[config.mk]
export PLATFORM = sky130hd
export DESIGN_NAME = http_request_head_tokenizer
export DESIGN_NICKNAME = d
export VERILOG_FILES = /design/src/rtl/hrht_pkg.sv /design/src/rtl/hrht_decode.sv /design/src/rtl/http_request_head_tokenizer.sv
export SDC_FILE = /design/constraint.sdc
export NUM_CORES = 1
export LEC_CHECK = 0
export BUFFER_PORTS_ARGS = -buffer_cell sky130_fd_sc_hd__buf_2
export CAP_MARGIN = 30
export CORE_MARGIN = 1
export CORE_UTILIZATION = 58
export DETAILED_ROUTE_END_ITERATION = 6
export PLACE_DENSITY = 0.83
export SLEW_MARGIN = 20
export SYNTH_ARGS = -nofsm -noshare
export SYNTH_HDL_FRONTEND = slang
export SYNTH_SLANG_ARGS = --single-unit
[constraint.sdc]
create_clock -name i_clk -period 5.6 [get_ports i_clk]
set_input_delay 0.56 -clock i_clk [delete_from_list [all_inputs] [get_ports i_clk]]
set_output_delay 0.56 -clock i_clk [all_outputs]
set_load 0.03 [all_outputs]
[src/rtl/hrht_pkg.sv]
package hrht_pkg;

    localparam int unsigned BYTE_W = 8;

    localparam logic [BYTE_W-1:0] CH_SPACE = 8'h20;
    localparam logic [BYTE_W-1:0] CH_CR    = 8'h0D;
    localparam logic [BYTE_W-1:0] CH_LF    = 8'h0A;
    localparam logic [BYTE_W-1:0] CH_COLON = 8'h3A;

    typedef enum logic [2:0] {
        PH_METHOD  = 3'd0,
        PH_URL     = 3'd1,
        PH_VERSION = 3'd2,
        PH_NAME    = 3'd3,
        PH_VALUE   = 3'd4,
        PH_BODY    = 3'd5
    } t_phase;

    typedef enum logic [2:0] {
        CLS_METHOD  = 3'd0,
        CLS_URL     = 3'd1,
        CLS_VERSION = 3'd2,
        CLS_NAME    = 3'd3,
        CLS_VALUE   = 3'd4,
        CLS_DELIM   = 3'd5,
        CLS_BODY    = 3'd6
    } t_class;

    typedef enum logic [2:0] {
        ERR_NONE    = 3'd0,
        ERR_METHOD  = 3'd1,
        ERR_URL     = 3'd2,
        ERR_VERSION = 3'd3,
        ERR_NAME    = 3'd4,
        ERR_VALUE   = 3'd5
    } t_err;

    typedef struct packed {
        t_phase phase;
        logic   cr_pending;
        logic   skip_after_colon;
        logic   at_line_start;
    } t_state;

    typedef struct packed {
        t_class byte_class;
        logic   token_end;
        logic   headers_done;
        t_err   error_code;
    } t_result;

    localparam t_state STATE_RESET = '{
        phase:            PH_METHOD,
        cr_pending:       1'b0,
        skip_after_colon: 1'b0,
        at_line_start:    1'b0
    };

endpackage

[src/rtl/hrht_decode.sv]
module hrht_decode
    import hrht_pkg::*;
(
    input  t_state            i_state,
    input  logic [BYTE_W-1:0] i_byte,
    input  logic              i_last,
    output t_state            o_next_state,
    output t_result           o_result
);

    t_state step_state;

    // next state
    always_comb begin
        step_state = i_state;
        case (i_state.phase)
            PH_METHOD: begin
                if (i_byte == CH_SPACE) begin
                    step_state.phase = PH_URL;
                end
            end
            PH_URL: begin
                if (i_byte == CH_SPACE) begin
                    step_state.phase = PH_VERSION;
                end
            end
            PH_NAME: begin
                if (i_state.at_line_start && i_state.cr_pending && i_byte == CH_LF) begin
                    step_state.phase         = PH_BODY;
                    step_state.at_line_start = 1'b0;
                    step_state.cr_pending    = 1'b0;
                end else if (i_state.at_line_start && !i_state.cr_pending
                             && i_byte == CH_CR) begin
                    step_state.cr_pending = 1'b1;
                end else begin
                    step_state.at_line_start = 1'b0;
                    step_state.cr_pending    = 1'b0;
                    if (i_byte == CH_COLON) begin
                        step_state.phase            = PH_VALUE;
                        step_state.skip_after_colon = 1'b1;
                    end
                end
            end
            PH_VERSION, PH_VALUE: begin
                if (i_state.phase == PH_VALUE && i_state.skip_after_colon) begin
                    step_state.skip_after_colon = 1'b0;
                end else if (i_state.cr_pending && i_byte == CH_LF) begin
                    step_state.cr_pending    = 1'b0;
                    step_state.phase         = PH_NAME;
                    step_state.at_line_start = 1'b1;
                end else begin
                    step_state.cr_pending = (i_byte == CH_CR);
                end
            end
            default: begin
            end
        endcase
    end

    // a last byte always restarts the parse
    assign o_next_state = i_last ? STATE_RESET : step_state;

    // outputs
    always_comb begin
        o_result.byte_class   = CLS_BODY;
        o_result.token_end    = 1'b0;
        o_result.headers_done = 1'b0;
        o_result.error_code   = ERR_NONE;
        case (i_state.phase)
            PH_METHOD, PH_URL: begin
                if (i_byte == CH_SPACE) begin
                    o_result.byte_class = CLS_DELIM;
                    o_result.token_end  = 1'b1;
                end else if (i_state.phase == PH_METHOD) begin
                    o_result.byte_class = CLS_METHOD;
                end else begin
                    o_result.byte_class = CLS_URL;
                end
            end
            PH_NAME: begin
                if (i_state.at_line_start && i_state.cr_pending && i_byte == CH_LF) begin
                    o_result.byte_class   = CLS_DELIM;
                    o_result.headers_done = 1'b1;
                end else if (i_byte == CH_COLON
                             && !(i_state.at_line_start && !i_state.cr_pending)) begin
                    o_result.byte_class = CLS_DELIM;
                    o_result.token_end  = 1'b1;
                end else if (i_byte == CH_COLON) begin
                    // at line start with no cr seen yet: colon still closes the name
                    o_result.byte_class = CLS_DELIM;
                    o_result.token_end  = 1'b1;
                end else begin
                    o_result.byte_class = CLS_NAME;
                end
            end
            PH_VERSION, PH_VALUE: begin
                if (i_state.phase == PH_VALUE && i_state.skip_after_colon) begin
                    o_result.byte_class = CLS_DELIM;
                end else if (i_state.cr_pending && i_byte == CH_LF) begin
                    o_result.byte_class = CLS_DELIM;
                    o_result.token_end  = 1'b1;
                end else if (i_state.phase == PH_VERSION) begin
                    o_result.byte_class = CLS_VERSION;
                end else begin
                    o_result.byte_class = CLS_VALUE;
                end
            end
            default: begin
                o_result.byte_class = CLS_BODY;
            end
        endcase

        if (i_last) begin
            case (step_state.phase)
                PH_METHOD:  o_result.error_code = ERR_METHOD;
                PH_URL:     o_result.error_code = ERR_URL;
                PH_VERSION: o_result.error_code = ERR_VERSION;
                PH_NAME:    o_result.error_code = ERR_NAME;
                PH_VALUE:   o_result.error_code = ERR_VALUE;
                default:    o_result.error_code = ERR_NONE;
            endcase
        end
    end

endmodule

[src/rtl/http_request_head_tokenizer.sv]
// http request head tokenizer
// input channel: i_valid / o_stall with i_data_byte and i_last_byte, one raw
// request byte per request; i_last_byte marks the end of the buffer
// output channel: o_valid / i_stall with one result per byte: the byte, its
// class, token end, headers done and an error code
// a byte taken into the input register is classified by a few byte compares
// against the parse state and moves on into the result register as soon as
// the output side is free; while it is not, the byte waits in the input register
// throughput is one byte per cycle while the output is not stalled; the state
// update loop (phase, cr pending, skip after colon, line start) sets that figure
// a last byte reports the unfinished stage, if any, and returns the parse
// state to the method stage for the next request
// reset empties both registers and puts the parser in the method stage
// while i_stall is high the result holds; the input register still takes one
// more byte, after which o_stall rises until the result moves on
module http_request_head_tokenizer
    import hrht_pkg::*;
(
    input  logic              i_clk,
    input  logic              i_rst_n,
    input  logic              i_valid,
    output logic              o_stall,
    input  logic [BYTE_W-1:0] i_data_byte,
    input  logic              i_last_byte,
    output logic              o_valid,
    input  logic              i_stall,
    output logic [BYTE_W-1:0] o_out_byte,
    output logic [2:0]        o_byte_class,
    output logic              o_token_end,
    output logic              o_headers_done,
    output logic [2:0]        o_error_code
);

    logic              r_in_valid;
    logic [BYTE_W-1:0] r_in_byte;
    logic              r_in_last;
    logic              r_out_valid;
    logic [BYTE_W-1:0] r_out_byte;
    logic              r_out_last;
    t_result           r_out_result;
    t_state            r_state;

    t_state            n_state;
    t_result           n_result;

    logic              out_free;
    logic              advance;
    logic              accept;

    assign out_free = !r_out_valid || !i_stall;
    assign advance  = r_in_valid && out_free;
    assign o_stall  = r_in_valid && !out_free;
    assign accept   = i_valid && !o_stall;

    hrht_decode u_decode (
        .i_state      (r_state),
        .i_byte       (r_in_byte),
        .i_last       (r_in_last),
        .o_next_state (n_state),
        .o_result     (n_result)
    );

    always_ff @(posedge i_clk) begin
        if (!i_rst_n) begin
            r_in_valid  <= 1'b0;
            r_out_valid <= 1'b0;
            r_state     <= STATE_RESET;
        end else begin
            if (accept) begin
                r_in_valid <= 1'b1;
            end else if (advance) begin
                r_in_valid <= 1'b0;
            end
            if (advance) begin
                r_out_valid <= 1'b1;
                r_state     <= n_state;
            end else if (!i_stall) begin
                r_out_valid <= 1'b0;
            end
        end
    end

    always_ff @(posedge i_clk) begin
        if (accept) begin
            r_in_byte <= i_data_byte;
            r_in_last <= i_last_byte;
        end
        if (advance) begin
            r_out_byte   <= r_in_byte;
            r_out_last   <= r_in_last;
            r_out_result <= n_result;
        end
    end

    assign o_valid        = r_out_valid;
    assign o_out_byte     = r_out_byte;
    assign o_byte_class   = r_out_result.byte_class;
    assign o_token_end    = r_out_result.token_end;
    assign o_headers_done = r_out_result.headers_done;
    assign o_error_code   = r_out_result.error_code;

    a_err_only_on_last: assert property (@(posedge i_clk) disable iff (!i_rst_n)
        r_out_valid && r_out_result.error_code != ERR_NONE |-> r_out_last)
        else $error("error code on a byte that is not last");

    a_done_is_delim: assert property (@(posedge i_clk) disable iff (!i_rst_n)
        r_out_valid && r_out_result.headers_done
            |-> r_out_result.byte_class == CLS_DELIM && !r_out_result.token_end)
        else $error("headers done on a byte that is not a plain delimiter");

    a_skip_in_value: assert property (@(posedge i_clk) disable iff (!i_rst_n)
        r_state.skip_after_colon |-> r_state.phase == PH_VALUE)
        else $error("colon skip outside the value stage");

    a_line_start_in_name: assert property (@(posedge i_clk) disable iff (!i_rst_n)
        r_state.at_line_start |-> r_state.phase == PH_NAME)
        else $error("line start outside the name stage");

    a_state_holds_idle: assert property (@(posedge i_clk) disable iff (!i_rst_n)
        !advance |=> $stable(r_state))
        else $error("parse state moved without a byte");

endmodule

==> impl_results.md, run 1 <==
- Status: completed
- Distinct cells, synth: 52
- Final Power: 505 uW
- Worst slew pin tran: approximately 0.78 ns
- H-Tree Depth: 2
- Mapped Avg Cell Area: 11.6 sq um
- Area Growth Syn to Fin: 15.0%
- Pin count of the biggest net entering global routing: 22
- Setup crit start kind: flop
- R2r endpoint: o_error_code[0]
- Most frequent cell after synthesis: edfxtp_1
- DR WL/cell: between 15 and 20 microns
- Core ar.: 0.00257 sq mm
- Maximum clock rate: 441 MHz
- Worst path max stage delay: 0.73 ns
- Reg2reg path depth: 5
- Yosys top cell by area: edfxtp_1
- Final HPWL DP: 2560 microns
- Path type of the worst setup path: reg -> reg
- Asr flop ratio synth: 0%
- Num CTS Buffers: 5
- Unrepaired setup endpoints after global routing: false
- Std cell rows: 18
- Slew Limit Fails: 0
- Max cap viols: 0
- Synth warnings: 0
- Largest delay share family, worst path: flip-flops
- Gr ovfl total: 0
- Pwr per Cell Area: 270 mW/mm^2
- Die H: between 50 and 60 microns
- Gp weighted congestion: about 0.89
- Fin cells: 203
- Hold Fails Final Rpt: 0
- Die X: 55.0 microns
- DIE AREA: slightly above 0.003 sq mm
- Maximum VDD drop: 0.244 mV
- Reg2Reg Launch Point: r_state[3]
- Vias per cell: 6.57
- Final ANT Viol Nets: 0
- Input/output buffers: 30
- CP max stage cell: dfxtp_1
- Mapped Cells: 140
- Clk sinks: 33
- First-pass GRT wire length: approximately 5800 microns
- Number of synthesized register bits: 33
- # setup viols final: 0
- Ports: 31
- Hold path cells: 1
- CP Buf/Inv Count: 0
- Setup TNS: 0 ns
- Post-synth EDFFs: 25
- Clk buf depth: 2
- Initial drt markers: 57
- Initial antenna violation count: 0
- Post-CTS sizing: 0
- Via count: between 1000 and 1500
- Synth Flop Type: edfxtp_1
- Proportion of netlist area held by the largest area contributor: 46.1%
- TritonCTS clock tree: done
- GRT Overall Usage: roughly 29%
- Synth top area cells: edfxtp_1, dfxtp_1, nor2_1
- Vias in the first global route: 1253
- Worst EP required: ~5.7 ns
- Starting Density: 63.5%
- Root buf cell: clkbuf_4
- Post-synthesis sequential area ratio: 55.9%
- Mapped Area: ~0.0016 sq mm
- Drt first pass iters: 4
- Rel. slew slack: 48.0%
- Nets: between 150 and 200
- DRC: 0
- Leakage: 0.725 nW
- Crit Path Max Fanout: 21
- Clk Latency, worst-skew pair: ~0.36 ns
- CP Cell Sequence: and3b_1, a21bo_2, a31oi_1, o221ai_2, and3_1
- Drt total wl: around 3600 microns
- Share of layout cells above drive strength 1: 31.2%
- CP Data Arrival Time: 2.38 ns
- Worst setup EP type: flop
- WHS Endpoint: r_in_last
- Tcrit/Tclk final: between 40% and 50%
- Hold-fix buffers, CTS: 0
- Hold Path Origin: i_last_byte
- Number of diodes: 0
- Layout Skew: ~0.0089 ns
- Post CTS Setup Buffer Count: 0
- Synth cell count leaders: edfxtp_1, nor2_1, nand2_1, a21oi_1, dfxtp_1
- Fin crit period: 2.27 ns
- CTS clk-pin slew, worst paths: 0.12 ns
- DP Cell Count: just under 200
- R2r setup slk: about 3.3 ns
- Hold/Removal Path Class: in -> reg
- Cell depth of the worst setup path: 5
- Syn_nets: 153
## how the worst max path moves through the flow
| stage | slack, ns | end | startpoint |
|---|---|---|---|
| 5_1_grt | 3.16 | o_error_code[2] | r_in_byte[4] |
| 2_1_floorplan | 3.51 | r_state[1] | i_stall |
| 6_report | 3.33 | o_error_code[0] | r_state[3] |
| 3_3_place_gp | 3.22 | r_state[1] | i_stall |
| 3_5_place_dp | 3.15 | r_state[1] | i_stall |
| 4_1_cts | 3.36 | o_error_code[0] | r_state[3] |
## routing by layer
layer | wire length [microns] | global-route usage, %
met1 | 1420 | 34.4
met4 | 112 | 16.3
met5 | 0 | 0
met3 | 310 | 9.56
met2 | 1770 | 44.8
## final cells by class
type,count,area [sq um]
sequential,33,911
fill,182,694
multi-input combinational,98,676
timing repair buffer,30,150
clock inverter,3,46.3
clock buffer,5,37.5
tap,30,37.5
inverter,4,15.0
## placed cells by master, fill, tap and decap left out, types with 2 or more instances in the layout
cell type	count
a21bo_2	2
a21oi_1	8
a31oi_1	3
and2_1	2
and3_1	7
and4bb_2	2
buf_2	30
clkbuf_4	5
dfxtp_1	8
edfxtp_1	25
inv_1	3
nand2_1	9
nand3_1	4
nor2_1	14
nor2b_1	3
nor3b_1	2
o211ai_1	2
o21ai_0	6
o31ai_1	2
## power breakdown
group / total [mW] / leakage (nW) / switching, mW / internal, mW
logic: 0.0363 / 0.383 / 0.0249 / 0.0115
registers: 0.282 / 0.300 / 0.00817 / 0.274
clock network: 0.186 / 0.0414 / 0.0916 / 0.0944
total: 0.505 / 0.725 / 0.125 / 0.380
## flip-flops by register name (all words and copies together) (netlist names)
name and cells:
o_out_byte 8, o_headers_done 1, o_valid 1, r_state 6, r_in_last 1, r_in_byte 8
r_in_valid 1, o_error_code 3, o_byte_class 3, o_token_end 1
## kinds of logic (layout without fill, tap and decap cells)
logic type	Yosys count	in the layout	share of synthesized area (%)
AND/OR/NAND/NOR	56	56	21.0
AO/OA/AOI/OAI	41	41	19.8
flip-flops	33	33	55.9
buffers and inverters	9	42	2.61
multiplexers	1	1	0.614
## stage by stage
| step | hold slack (ns) | area, sq um | worst slack (ns) | util (%) |
|---|---|---|---|---|
| after detailed placement | 0.504 | 1790 | 3.15 | 69.7 |
| after global routing | 0.337 | 1870 | 3.16 | 73.0 |
| final | 0.368 | 1870 | 3.33 | 73.0 |
| after global placement | 0.473 | 1790 | 3.22 | 69.7 |
| after floorplan | 0.449 | 1630 | 3.51 | - |
| after CTS | 0.361 | 1870 | 3.36 | 73.0 |
Power figures use the tool's default switching activity.
==> run 2, diff against run 1 <==
--- a/config.mk
+++ b/config.mk
@@ -5,12 +5,13 @@
 export SDC_FILE = /design/constraint.sdc
 export NUM_CORES = 1
 export LEC_CHECK = 0
+export ABC_AREA = 1
 export BUFFER_PORTS_ARGS = -buffer_cell sky130_fd_sc_hd__buf_2
 export CAP_MARGIN = 30
 export CORE_MARGIN = 1
-export CORE_UTILIZATION = 58
+export CORE_UTILIZATION = 54
 export DETAILED_ROUTE_END_ITERATION = 6
-export PLACE_DENSITY = 0.83
+export PLACE_DENSITY = 0.78
 export SLEW_MARGIN = 20
 export SYNTH_ARGS = -nofsm -noshare
 export SYNTH_HDL_FRONTEND = slang
==> constraint.sdc (replaced) <==
create_clock -name i_clk -period 2.13 [get_ports i_clk]
set_input_delay 0.213 -clock i_clk [delete_from_list [all_inputs] [get_ports i_clk]]
set_output_delay 0.213 -clock i_clk [all_outputs]
set_load 0.03 [all_outputs]
==> run 2 against run 1 <==
Effect of this change:
- cell count increased by 19%
- via count decreased by 6.1%
- first-iteration DRC count down 39%
==> impl_results.md, run 2 <==
- Gp weighted congestion: 0.854 (-3.9%)
- # setup viols final: 0 (unchanged)
- Via count: 1252 (-6.1%)
- Starting Density: 56.9% (-6.6 points)
- Syn_nets: 184 (+20%)
- Mapped Cells: 171 (+22%)
- Clk buf depth: 2 (unchanged)
- Maximum VDD drop: 0.541 mV (+120%)
- Worst setup EP type: flop
- Crit Path Max Fanout: 5 (-76%)
- Pwr per Cell Area: 636 mW/mm^2 (+140%)
- Core ar.: 0.00276 sq mm (+7.4%)
- CTS clk-pin slew, worst paths: 0.10 ns (-0.02 ns)
- Worst path max stage delay: 0.41 ns (-0.32 ns)
- Worst slew pin tran: 0.347 ns (-0.431 ns)
- Fin cells: 241 (+19%)
- Synth top area cells: edfxtp_1, nand2_1, dfxtp_1
- Mapped Area: 0.00157 sq mm (-3.7%)
- Layout Skew: 0.0109 ns (+0.00201 ns)
- Hold-fix buffers, CTS: 0 (unchanged)
- Post-synth EDFFs: 25 (unchanged)
- Status: completed
- Maximum clock rate: 554 MHz (+26%)
- Most common cell after layout, fill and taps aside: nand2_1
- Post CTS Setup Buffer Count: 0 (unchanged)
- Fin crit period: 1.80 ns (-0.461 ns)
- Vias in the first global route: 1206 (-3.8%)
- Number of synthesized register bits: 33 (unchanged)
- Yosys top cell by area: edfxtp_1
- First-pass GRT wire length: 4890 microns (-16%)
- H-Tree Depth: 2 (unchanged)
- Mapped Avg Cell Area: 9.18 sq um (-21%)
- GRT Overall Usage: 21.1% (-7.5 points)
- Distinct cells, synth: 25 (-52%)
- Path type of the worst setup path: reg -> reg
- Vias per cell: 5.20 (-21%)
- Clk Latency, worst-skew pair: 0.34 ns (-0.02 ns)
- Drt first pass iters: 4 (unchanged)
- Initial antenna violation count: 0 (unchanged)
- CP max stage cell: edfxtp_1
- Die X: 55.9 microns (+1.7%)
- Gr ovfl total: 0 (unchanged)
- R2r setup slk: 0.33 ns (-3.01 ns)
- DRC: 0 (unchanged)
- Drt total wl: 2840 microns (-21%)
- Setup crit start kind: flop
- Post-synthesis sequential area ratio: 58.1% (+2.1 points)
- Post-CTS sizing: 0 (unchanged)
- Unrepaired setup endpoints after global routing: false
- CP Data Arrival Time: 1.90 ns (-0.48 ns)
- Worst EP required: 2.22 ns (-3.50 ns)
- Slew Limit Fails: 0 (unchanged)
- TritonCTS clock tree: done
- Num CTS Buffers: 5 (unchanged)
- Top cell by count, worst path: nand2_1
- Root buf cell: clkbuf_4
- Hold Fails Final Rpt: 0 (unchanged)
- Hold/Removal Path Class: in -> reg
- Asr flop ratio synth: 0% (unchanged)
- Pin count of the biggest net entering global routing: 17 (-23%)
- CP Cell Sequence: inv_1, nand2_1, nor2_1, nand2_1, nand2_1, nand2_1, nand3_1, a21boi_0, nor2_1
- Synth Flop Type: edfxtp_1
- Clk sinks: 33 (unchanged)
- Number of diodes: 0 (unchanged)
- Share of layout cells above drive strength 1: 27.6% (-3.6 points)
- Input/output buffers: 30 (unchanged)
- Most frequent cell after synthesis: nand2_1
- Synth warnings: 0 (unchanged)
- Area Growth Syn to Fin: 15.8%
- DIE AREA: 0.00313 sq mm (+3.3%)
- DP Cell Count: 233 (+19%)
- DR WL/cell: 11.8 microns (-34%)
- Leakage: 0.789 nW (+8.8%)
- Synth cell count leaders: nand2_1, edfxtp_1, inv_1, nor2_1, a21oi_1
- Setup TNS: 0 ns (unchanged)
- Tcrit/Tclk final: 84.7% (+44 points)
- Final ANT Viol Nets: 0 (unchanged)
- Rel. slew slack: 76.8% (+29 points)
- Std cell rows: 19 (+1)
- Ports: 31 (unchanged)
- Most frequent cells in the layout: nand2_1, buf_2, edfxtp_1, inv_1, nor2_1
- Proportion of netlist area held by the largest area contributor: 47.8% (+1.8 points)
- Nets: 222 (+20%)
- Initial drt markers: 35 (-39%)
- Die H: 55.9 microns (+1.7%)
- Final HPWL DP: 2230 microns (-13%)
- Max cap viols: 0 (unchanged)
## run 2: cell count changes after synthesis, moves of 5 or more
cell / change
nand2_2: +5
inv_1: +19
nor2_1: +6
nand2_1: +34
and3_1: -7
## run 2: cell type report
cell class                 instances  area, sq um
tap                               31         38.8
clock inverter                     2         10.0
multi-input combinational        111          557
inverter                          27          101
fill                             245          941
timing repair buffer              31          158
clock buffer                       6         41.3
sequential                        33          911
## run 2: cell families (layout without fill, tap and decap cells)
group | Yosys count | count (layout) | share of synthesized area, %
simple gates | 91 | 91 | 27.5
flops | 33 | 33 | 58.1
buf+inv | 27 | 66 | 6.46
compound gates | 20 | 20 | 7.98
## run 2: through the flow
stage,util [%],worst slack [ns],hold slack (ns),cell area [sq um],total power [mW]
after global placement,64.0,0.455,0.389,1770,0.845
final,65.9,0.326,0.0433,1820,1.16
after floorplan,-,0.453,0.312,1570,0.812
after global routing,65.9,0.151,0.0238,1820,1.21
after CTS,65.9,0.340,0.0335,1820,1.17
after detailed placement,64.0,0.358,0.391,1770,0.848
## run 2: path summary, 6_finish.rpt
kind	end	cells past startpoint	start
worst max register to register	o_error_code[2]	9	r_in_byte[2]
worst max-delay path	o_error_code[2]	9	r_in_byte[2]
worst min register to register	o_out_byte[0]	0	r_in_byte[0]
worst min-delay path	r_in_byte[6]	1	i_data_byte[6]
## run 2: routing by layer
metal	vias up	part of all wire (%)	global-route usage, %
li1	649	-	-
met1	549	44	24.8
met2	41	48	34.1
met3	13	4.8	5.35
met4	0	2.8	14.3
met5	-	0	0
## run 2: report_power, final
group          total (mW)  switching (mW)  internal [mW]
Combinational      0.0979          0.0693         0.0285
Sequential          0.734          0.0129          0.721
Clock               0.324           0.198          0.125
## run 2: critical path: cells and delay by family (launching register included)
kind | cells | cell delay (ns)
AND/OR/NAND/NOR | 7 | 0.87
AO/OA/AOI/OAI | 1 | 0.19
buffers and inverters | 1 | 0.09
flip-flops | 1 | 0.41
